File: src/cpf_pkg.sv
package cpf_pkg;

    localparam int Q_DEPTH = 4;
    localparam int Q_AW    = $clog2(Q_DEPTH);
    localparam int Q_CW    = $clog2(Q_DEPTH + 1);

    // operation codes carried through the queue
    localparam logic [1:0] OP_DATA     = 2'd0;  // one decoded byte
    localparam logic [1:0] OP_DATA_END = 2'd1;  // decoded byte, then frame report
    localparam logic [1:0] OP_END      = 2'd2;  // frame report only

    // configuration register indexes
    localparam logic CFG_STATION_ADDR = 1'b0;
    localparam logic CFG_NOP_COMMAND  = 1'b1;

    // frame status codes
    localparam logic [2:0] ST_ACCEPTED   = 3'd0;
    localparam logic [2:0] ST_LENGTH_ERR = 3'd1;
    localparam logic [2:0] ST_BAD_SUM    = 3'd2;
    localparam logic [2:0] ST_LOOPBACK   = 3'd3;
    localparam logic [2:0] ST_OTHER_DEST = 3'd4;

    localparam logic KIND_PAYLOAD = 1'b0;
    localparam logic KIND_REPORT  = 1'b1;

    localparam logic [7:0] MIN_FRAME_LEN = 8'd5;
    localparam logic [7:0] COBS_MAX_CODE = 8'hFF;
    localparam logic [7:0] MAX_INDEX     = 8'hFF;
    localparam logic [7:0] BCAST_ADDR    = 8'h00;

    typedef struct packed {
        logic [1:0] kind;
        logic [7:0] data;
    } t_op;

    typedef struct packed {
        logic       item_kind;
        logic [7:0] payload_byte;
        logic [7:0] source_addr;
        logic [7:0] dst_addr;
        logic [7:0] command_code;
        logic [7:0] payload_count;
        logic [2:0] frame_status;
        logic       is_broadcast;
        logic       command_known;
        logic       last;
    } t_result;

endpackage

File: src/cpf_front.sv
module cpf_front (
    input  logic          i_clk,
    input  logic          i_rst_n,
    input  logic          i_accept,
    input  logic [7:0]    i_line_byte,
    output logic          o_push,
    output cpf_pkg::t_op  o_op
);

    logic [7:0] r_group_left, n_group_left;
    logic [7:0] r_group_code, n_group_code;
    logic       r_zero_pending, n_zero_pending;

    always_comb begin
        n_group_left   = r_group_left;
        n_group_code   = r_group_code;
        n_zero_pending = r_zero_pending;
        o_push         = 1'b0;
        o_op.kind      = cpf_pkg::OP_DATA;
        o_op.data      = i_line_byte;
        if (i_accept) begin
            if (i_line_byte != 8'h00) begin
                if (r_group_left == 8'h00) begin
                    // code byte: owed zero goes out first
                    o_push         = r_zero_pending;
                    o_op.data      = 8'h00;
                    n_group_code   = i_line_byte;
                    n_group_left   = i_line_byte - 8'd1;
                    n_zero_pending = (i_line_byte != cpf_pkg::COBS_MAX_CODE);
                end else begin
                    o_push       = 1'b1;
                    n_group_left = r_group_left - 8'd1;
                end
            end else begin
                // delimiter; an empty frame gives nothing
                if (r_group_code != 8'h00) begin
                    o_push    = 1'b1;
                    o_op.data = r_group_code;
                    // truncated final group: code byte is the last decoded byte
                    o_op.kind = (r_group_left != 8'h00) ? cpf_pkg::OP_DATA_END
                                                        : cpf_pkg::OP_END;
                end
                n_group_left   = 8'h00;
                n_group_code   = 8'h00;
                n_zero_pending = 1'b0;
            end
        end
    end

    always_ff @(posedge i_clk) begin
        if (!i_rst_n) begin
            r_group_left   <= 8'h00;
            r_group_code   <= 8'h00;
            r_zero_pending <= 1'b0;
        end else begin
            r_group_left   <= n_group_left;
            r_group_code   <= n_group_code;
            r_zero_pending <= n_zero_pending;
        end
    end

endmodule

File: src/cpf_queue.sv
module cpf_queue (
    input  logic          i_clk,
    input  logic          i_rst_n,
    input  logic          i_push,
    input  cpf_pkg::t_op  i_data,
    input  logic          i_pop,
    output logic          o_full,
    output logic          o_valid,
    output cpf_pkg::t_op  o_data
);

    cpf_pkg::t_op                r_mem [cpf_pkg::Q_DEPTH];
    logic [cpf_pkg::Q_AW-1:0]    r_wr, r_rd;
    logic [cpf_pkg::Q_CW-1:0]    r_count;

    assign o_full  = (r_count == cpf_pkg::Q_CW'(cpf_pkg::Q_DEPTH));
    assign o_valid = (r_count != '0);
    assign o_data  = r_mem[r_rd];

    always_ff @(posedge i_clk) begin
        if (i_push) begin
            r_mem[r_wr] <= i_data;
        end
    end

    always_ff @(posedge i_clk) begin
        if (!i_rst_n) begin
            r_wr    <= '0;
            r_rd    <= '0;
            r_count <= '0;
        end else begin
            if (i_push) begin
                r_wr <= r_wr + cpf_pkg::Q_AW'(1);
            end
            if (i_pop) begin
                r_rd <= r_rd + cpf_pkg::Q_AW'(1);
            end
            r_count <= r_count + cpf_pkg::Q_CW'(i_push) - cpf_pkg::Q_CW'(i_pop);
        end
    end

    a_count_bound: assert property (@(posedge i_clk) disable iff (!i_rst_n)
        r_count <= cpf_pkg::Q_CW'(cpf_pkg::Q_DEPTH))
        else $error("queue count above depth");

    a_pop_nonempty: assert property (@(posedge i_clk) disable iff (!i_rst_n)
        i_pop |-> (r_count != '0) && !(i_push && o_full))
        else $error("queue pop while empty or push while full");

endmodule

File: src/cpf_back.sv
module cpf_back (
    input  logic              i_clk,
    input  logic              i_rst_n,
    input  logic [7:0]        i_station_addr,
    input  logic [7:0]        i_nop_command_code,
    input  logic              i_q_valid,
    input  cpf_pkg::t_op      i_q_op,
    output logic              o_q_pop,
    input  logic              i_out_ready,
    output logic              o_out_valid,
    output cpf_pkg::t_result  o_out
);

    logic             r_phase;
    logic [7:0]       r_index;
    logic [7:0]       r_length;
    logic [7:0]       r_source;
    logic [7:0]       r_dest;
    logic [7:0]       r_command;
    logic [7:0]       r_sum;
    logic [7:0]       r_recv_sum;
    logic             r_out_valid;
    cpf_pkg::t_result r_out;

    logic       adv, act, do_decode, do_report;
    logic [7:0] len_now;
    logic [8:0] idx_p1;
    logic       sat, sum_it, recv_it, emit;
    logic [2:0] status;
    cpf_pkg::t_result rep, pay;

    assign adv = !r_out_valid || i_out_ready;
    assign act = i_q_valid && adv;

    assign do_decode = (i_q_op.kind == cpf_pkg::OP_DATA) ||
                       ((i_q_op.kind == cpf_pkg::OP_DATA_END) && !r_phase);
    assign do_report = (i_q_op.kind == cpf_pkg::OP_END) ||
                       ((i_q_op.kind == cpf_pkg::OP_DATA_END) && r_phase);

    assign o_q_pop = act && ((i_q_op.kind != cpf_pkg::OP_DATA_END) || r_phase);

    // decoded byte bookkeeping
    assign sat     = (r_index == cpf_pkg::MAX_INDEX);
    assign len_now = (r_index == 8'd0) ? i_q_op.data : r_length;
    assign idx_p1  = {1'b0, r_index} + 9'd1;
    assign sum_it  = !sat && (idx_p1 < {1'b0, len_now});
    assign recv_it = !sat && (idx_p1 == {1'b0, len_now});
    assign emit    = sum_it && (r_index >= 8'd4);

    always_comb begin
        if (r_length < cpf_pkg::MIN_FRAME_LEN || r_index != r_length) begin
            status = cpf_pkg::ST_LENGTH_ERR;
        end else if (r_recv_sum != r_sum) begin
            status = cpf_pkg::ST_BAD_SUM;
        end else if (r_source == i_station_addr) begin
            status = cpf_pkg::ST_LOOPBACK;
        end else if (r_dest != i_station_addr && r_dest != cpf_pkg::BCAST_ADDR) begin
            status = cpf_pkg::ST_OTHER_DEST;
        end else begin
            status = cpf_pkg::ST_ACCEPTED;
        end
    end

    always_comb begin
        rep               = '0;
        rep.item_kind     = cpf_pkg::KIND_REPORT;
        rep.source_addr   = r_source;
        rep.dst_addr      = r_dest;
        rep.command_code  = r_command;
        rep.payload_count = (status == cpf_pkg::ST_LENGTH_ERR) ? 8'd0
                                                               : r_length - cpf_pkg::MIN_FRAME_LEN;
        rep.frame_status  = status;
        rep.is_broadcast  = (status == cpf_pkg::ST_ACCEPTED) &&
                            (r_dest == cpf_pkg::BCAST_ADDR) && (i_station_addr != 8'd0);
        rep.command_known = (r_command == i_nop_command_code);
        rep.last          = 1'b1;

        pay               = '0;
        pay.item_kind     = cpf_pkg::KIND_PAYLOAD;
        pay.payload_byte  = i_q_op.data;
    end

    always_ff @(posedge i_clk) begin
        if (adv) begin
            r_out <= do_report ? rep : pay;
        end
    end

    always_ff @(posedge i_clk) begin
        if (!i_rst_n) begin
            r_phase     <= 1'b0;
            r_index     <= 8'd0;
            r_length    <= 8'd0;
            r_source    <= 8'd0;
            r_dest      <= 8'd0;
            r_command   <= 8'd0;
            r_sum       <= 8'd0;
            r_recv_sum  <= 8'd0;
            r_out_valid <= 1'b0;
        end else begin
            if (adv) begin
                r_out_valid <= act && (do_report || (do_decode && emit));
            end
            if (act && i_q_op.kind == cpf_pkg::OP_DATA_END) begin
                r_phase <= !r_phase;
            end
            if (act && do_report) begin
                r_index    <= 8'd0;
                r_length   <= 8'd0;
                r_source   <= 8'd0;
                r_dest     <= 8'd0;
                r_command  <= 8'd0;
                r_sum      <= 8'd0;
                r_recv_sum <= 8'd0;
            end else if (act && do_decode) begin
                if (sat) begin
                    // overlong frame forces a length error
                    r_length <= 8'd0;
                end else begin
                    case (r_index)
                        8'd0:    r_length  <= i_q_op.data;
                        8'd1:    r_source  <= i_q_op.data;
                        8'd2:    r_dest    <= i_q_op.data;
                        8'd3:    r_command <= i_q_op.data;
                        default: ;
                    endcase
                    if (sum_it) begin
                        r_sum <= r_sum + i_q_op.data;
                    end else if (recv_it) begin
                        r_recv_sum <= i_q_op.data;
                    end
                    r_index <= idx_p1[7:0];
                end
            end
        end
    end

    assign o_out_valid = r_out_valid;
    assign o_out       = r_out;

    a_phase_head: assert property (@(posedge i_clk) disable iff (!i_rst_n)
        r_phase |-> i_q_valid && (i_q_op.kind == cpf_pkg::OP_DATA_END))
        else $error("second step without a pending end operation");

endmodule

File: src/cobsr_packet_receive_filter.sv
// path: a line byte's operation is written into the queue, and the result word is then registered in the back end
// throughput: one line byte per cycle while the queue has room; a delimiter that closes
//   a truncated final group needs a back-end step for its code byte, then one for the report
// the four-entry queue between decoder and checker absorbs that extra step and output stalls
// reset: synchronous, active low; clears decoder, queue, frame state and output valid,
//   and sets the station address to 1 and the no-operation code to 0
module cobsr_packet_receive_filter (
    input  logic       i_clk,
    input  logic       i_rst_n,
    // line byte input
    input  logic       i_valid,
    output logic       o_ready,
    input  logic [7:0] i_line_byte,
    // result output
    output logic       o_valid,
    input  logic       i_ready,
    output logic       o_item_kind,
    output logic [7:0] o_payload_byte,
    output logic [7:0] o_source_addr,
    output logic [7:0] o_dst_addr,
    output logic [7:0] o_command_code,
    output logic [7:0] o_payload_count,
    output logic [2:0] o_frame_status,
    output logic       o_is_broadcast,
    output logic       o_command_known,
    output logic       o_last,
    // configuration writes
    input  logic       i_cfg_we,
    input  logic       i_cfg_index,
    input  logic [7:0] i_cfg_data
);

    // configuration registers
    logic [7:0] r_station_addr;
    logic [7:0] r_nop_command_code;

    logic             accept;
    logic             q_full;
    logic             push;
    cpf_pkg::t_op     push_op;
    logic             q_valid;
    cpf_pkg::t_op     q_op;
    logic             q_pop;
    cpf_pkg::t_result res;

    always_ff @(posedge i_clk) begin
        if (!i_rst_n) begin
            r_station_addr     <= 8'd1;
            r_nop_command_code <= 8'd0;
        end else if (i_cfg_we) begin
            case (i_cfg_index)
                cpf_pkg::CFG_STATION_ADDR: r_station_addr     <= i_cfg_data;
                cpf_pkg::CFG_NOP_COMMAND:  r_nop_command_code <= i_cfg_data;
                default: ;
            endcase
        end
    end

    // the front takes a word whenever the queue has room, even if it yields no operation
    assign o_ready = !q_full;
    assign accept  = i_valid && !q_full;

    // front: cobs/r group tracking, turns line words into decoded-byte and report operations
    cpf_front u_front (
        .i_clk       (i_clk),
        .i_rst_n     (i_rst_n),
        .i_accept    (accept),
        .i_line_byte (i_line_byte),
        .o_push      (push),
        .o_op        (push_op)
    );

    cpf_queue u_queue (
        .i_clk   (i_clk),
        .i_rst_n (i_rst_n),
        .i_push  (push),
        .i_data  (push_op),
        .i_pop   (q_pop),
        .o_full  (q_full),
        .o_valid (q_valid),
        .o_data  (q_op)
    );

    // back: header capture, running sum, frame checks and the output register
    cpf_back u_back (
        .i_clk              (i_clk),
        .i_rst_n            (i_rst_n),
        .i_station_addr     (r_station_addr),
        .i_nop_command_code (r_nop_command_code),
        .i_q_valid          (q_valid),
        .i_q_op             (q_op),
        .o_q_pop            (q_pop),
        .i_out_ready        (i_ready),
        .o_out_valid        (o_valid),
        .o_out              (res)
    );

    assign o_item_kind     = res.item_kind;
    assign o_payload_byte  = res.payload_byte;
    assign o_source_addr   = res.source_addr;
    assign o_dst_addr      = res.dst_addr;
    assign o_command_code  = res.command_code;
    assign o_payload_count = res.payload_count;
    assign o_frame_status  = res.frame_status;
    assign o_is_broadcast  = res.is_broadcast;
    assign o_command_known = res.command_known;
    assign o_last          = res.last;

    // a report always closes the frame, a payload word never does
    a_last_kind: assert property (@(posedge i_clk) disable iff (!i_rst_n)
        o_valid |-> (o_last == o_item_kind))
        else $error("last flag disagrees with word kind");

    // broadcast only flagged on an accepted frame to address zero
    a_bcast: assert property (@(posedge i_clk) disable iff (!i_rst_n)
        (o_valid && o_is_broadcast) |->
            (o_frame_status == cpf_pkg::ST_ACCEPTED) && (o_dst_addr == cpf_pkg::BCAST_ADDR))
        else $error("broadcast flag on a frame that was not accepted");

endmodule
File: config.mk
export PLATFORM = sky130hd
export DESIGN_NAME = cobsr_packet_receive_filter
export DESIGN_NICKNAME = d
export VERILOG_FILES = /design/src/cpf_pkg.sv /design/src/cpf_front.sv /design/src/cpf_queue.sv /design/src/cpf_back.sv /design/src/cobsr_packet_receive_filter.sv
export SDC_FILE = /design/constraint.sdc
export NUM_CORES = 1
export LEC_CHECK = 0
export ABC_AREA = 0
export BUFFER_PORTS_ARGS = -buffer_cell sky130_fd_sc_hd__buf_2
export CAP_MARGIN = 10
export CORE_MARGIN = 8
export CORE_UTILIZATION = 43
export CTS_BUF_LIST = sky130_fd_sc_hd__clkbuf_8
export DETAILED_ROUTE_END_ITERATION = 12
export SYNTH_ARGS = -nofsm -noshare
export SYNTH_HDL_FRONTEND = slang
export SYNTH_SLANG_ARGS = --single-unit
File: constraint.sdc
create_clock -name i_clk -period 6.9 [get_ports i_clk]
set_clock_uncertainty 0.1 [all_clocks]
set_input_delay 0.69 -clock i_clk [delete_from_list [all_inputs] [get_ports i_clk]]
set_output_delay 0.69 -clock i_clk [all_outputs]
set_load 0.01 [all_outputs]
==> flow_metrics.env <==
export IMPL_status="finished clean"
export IMPL_worstMarginPinSlew_ns=1.02
export IMPL_die_area_um2=24900
export IMPL_fin_crit_ns=4.29
export IMPL_drive_above_1_share_pct=13.6
export IMPL_finalWirelength_um=18500
export IMPL_setup_viol=0
export IMPL_drtIter0Drc=421
export IMPL_ctsHtreeMaxLevel=4
export IMPL_clockPowerShare_pct=16.5
export IMPL_highest_layer="met4"
export IMPL_fmaxAchievable_mhz=233
export IMPL_hp_start="i_cfg_data[0]"
export IMPL_nets=933
export IMPL_timing_setup_tns_ns=0
export IMPL_hold_end="r_station_addr[0]"
export IMPL_async_reset_ff_share_pct=0
export IMPL_power_frac_seq_pct=40.5
export IMPL_io_pins=71
export IMPL_port_buffers=70
export IMPL_cts_sinks=186
export IMPL_power_density_nw_per_um2=417
export IMPL_yosys_register_bits=186
export IMPL_grt_pass1_vias=5728
export IMPL_die_y_um=158
export IMPL_internal_power_w=0.00240
export IMPL_rr_endpoint="u_back.r_sum[7]"
export IMPL_period_share_pct=62.1
export IMPL_hold_depth=3
export IMPL_coreArea_um2=20000
export IMPL_place_hpwl_um=13100
export IMPL_ys_seq_area_share_pct=53.1
export IMPL_max_cap_viol_count=0
export IMPL_cts_buffers=17
export IMPL_start_kind="flip-flop"
export IMPL_grt_ovfl_total=0
export IMPL_rsz0062_at_grt="no"
export IMPL_placed_cell_area_um2=9210
export IMPL_vias_per_cell=5.12
export IMPL_die_w_um=158
export IMPL_cts_buffer_depth=2
export IMPL_vdd_drop_max_mv=0.213
export IMPL_fin_ws_ns=2.61
export IMPL_syn_nets=876
export IMPL_netSwitchingFraction_pct=39.7
export IMPL_start_util_pct=43.2
export IMPL_antenna_found_initial=0
export IMPL_wl_met1_um=8690
export IMPL_clk_latency_ns=0.47
export IMPL_finalHoldViolations=0
export IMPL_power_leakage_nw=3.85
export IMPL_grt_usage_pct=15.3
export IMPL_switchingPower_w=0.00158
export IMPL_vias=5964
export IMPL_hold_buffers=0
export IMPL_hold_path_class="in2reg"
export IMPL_final_area_um2=9560
export IMPL_synth_edff_count=86
export IMPL_netlist_area_um2=8640
export IMPL_drv_slew=0
export IMPL_rrSetupSlack_ns=2.61
export IMPL_synth_avg_cell_area_um2=10.5
export IMPL_relSlewSlack_pct=31.8
export IMPL_arrival_ns=4.54
export IMPL_postCtsSetupBuffers=0
export IMPL_critPathRequiredTime_ns=7.16
export IMPL_area_delta_synth_final_pct=10.7
export IMPL_ctsResizeCount=0
export IMPL_wl_met3_um=927
export IMPL_post_drt_wl_per_cell_um=15.9
export IMPL_pre_cts_ws_ns=2.64
export IMPL_drcViolationCount=0
export IMPL_gp_congestion=0.805
export IMPL_end_kind="flip-flop"
export IMPL_grt_max_degree=47
export IMPL_path_max_fanout=12
export IMPL_critPathKind="reg2reg"
export IMPL_yosysWarnings=0
export IMPL_ctsRootBufferMaster="clkbuf_8"
export IMPL_clk_pin_slew_ns=0.09
export IMPL_first_pass_iters=5
export IMPL_worst_r2r_path_depth=10
export IMPL_dr_wl_met2_um=8470
export IMPL_num_rows=52
export IMPL_fillers=1879
export IMPL_detail_route_antenna_nets=0
export IMPL_pwr_share_comb_pct=43.1
export IMPL_grt_first_pass_wirelength_um=29500
export IMPL_syn_inst=825
export IMPL_antennaDiodeCount=0
export IMPL_cts_tree="yes"
export IMPL_ys_flop_type="dfxtp_1"
export IMPL_r2r_start="u_back.r_index[3]"
export IMPL_yosys_cell_types_count=56
-- sequential cells by signal (all words and copies together) (netlist names), named ones only --
name and cells:
u_back.o_out 46, u_queue.r_mem 40, r_nop_command_code 8, r_station_addr 8
u_back.r_command 8, u_back.r_dest 8, u_back.r_index 8, u_back.r_length 8
u_back.r_recv_sum 8, u_back.r_source 8, u_back.r_sum 8, u_front.r_group_code 8
u_front.r_group_left 8, u_queue.r_count 3, u_queue.r_rd 2, u_queue.r_wr 2
u_back.o_out_valid 1, u_back.r_phase 1, u_front.r_zero_pending 1
-- through the flow --
step / power (W) / util [%] / std cells / hold slack [ns]
after floorplan: 0.00289 / - / 825 / 0.339
after CTS: 0.00403 / 47.9 / 1165 / 0.326
after global placement: 0.00335 / 46.1 / 1133 / 0.356
after detailed placement: 0.00336 / 46.1 / 1133 / 0.362
final: 0.00398 / 47.9 / 1165 / 0.357
after global routing: 0.00430 / 47.9 / 1165 / 0.341
-- routing by layer --
metal,track usage [%],vias to the layer above
met2,24.8,145
met5,0,-
li1,-,2997
met3,2.81,31
met4,6.39,0
met1,19.7,2791
-- synth_stat cells, drive strengths merged, types with 3 or more instances --
library cell	number	area, µm²
dfxtp	100	2000
nand2	98	368
nor2	88	330
edfxtp	86	2580
a21oi	51	255
xnor2	48	420
mux2i	36	360
and2	34	213
inv	30	113
clkbuf	28	105
ha	27	338
nand3	22	110
xor2	20	175
o21ai	17	85.1
and3	12	75.1
nand4	11	68.8
nor3	11	60.1
nor4	11	68.8
a22o	10	87.6
mux4	10	225
nor2b	10	62.6
buf	8	42.5
nand2b	8	50.1
a2bb2oi	6	52.6
a211oi	5	47.5
a21o	4	30.0
or4	3	22.5
-- cells by family (layout without fill, tap and decap cells) --
family	count (synthesis)	after routing	share of synthesized area [%]
AOI/OAI and AO/OA	117	117	8.90
xor gates and xnor gates	68	68	6.90
buffers and inverters	66	136	3.01
DFF	186	186	53.1
adders and majority gates	29	29	4.38
muxes	46	46	6.78
and+or+nand+nor	313	313	17.0
-- how the worst max path moves through the flow --
stage	from	to
2_1_floorplan	u_back.r_index[3]	u_back.r_recv_sum[0]
3_3_place_gp	u_back.r_index[3]	u_back.r_sum[7]
3_5_place_dp	u_back.r_index[3]	u_back.r_sum[7]
4_1_cts	u_back.r_index[3]	u_back.r_sum[7]
5_1_grt	u_back.r_index[3]	u_back.r_sum[7]
6_report	u_back.r_index[3]	u_back.r_sum[7]
-- layout make-up --
type | count | area, µm² | share of cell area, %
Timing Repair Buffer | 74 | 380 | 3.98
Sequential cell | 186 | 4580 | 48.0
Inverter | 30 | 113 | 1.18
Tap cell | 270 | 338 | 3.53
Clock buffer | 19 | 262 | 2.74
Multi-Input combinational cell | 573 | 3790 | 39.7
Clock inverter | 13 | 91.3 | 0.955
-- layout by cell type (no fill, tap or decap), types with 3 or more instances in the layout --
master,instances
a211oi_1,3
a21o_1,4
a21oi_1,51
a22o_1,10
a2bb2oi_1,6
and2_1,34
and3_1,12
buf_2,70
buf_4,4
clkbuf_8,19
clkinv_2,5
clkinv_4,3
dfxtp_1,100
edfxtp_1,86
ha_1,27
inv_1,28
mux2i_1,36
mux4_2,10
nand2_1,98
nand2b_1,8
nand3_1,22
nand4_1,11
nor2_1,88
nor2b_1,10
nor3_1,10
nor4_1,11
o21ai_0,12
o21ai_1,5
or4_1,3
xnor2_1,48
xor2_1,20
-- worst max-delay path, cell delays in order, from the launching register on --
cell and delay (ns):
dfxtp_1 0.39, or4_1 0.56, nor3_2 0.35, nand2_1 0.37, mux2i_1 0.30, ha_1 0.28, a21o_1 0.19, a221o_1 0.39
a211oi_2 0.86, a211oi_1 0.16, a31o_1 0.23
-- power groups by stage --
stage	Combinational [W]	Sequential [W]	Clock (W)
floorplan	0.00128	0.00161	0
global placement	0.00171	0.00164	0
detailed placement	0.00172	0.00164	0
CTS	0.00173	0.00162	0.000681
global route	0.00193	0.00165	0.000719
finish	0.00172	0.00161	0.000656
Note: power is estimated with default switching activity, not from simulation.
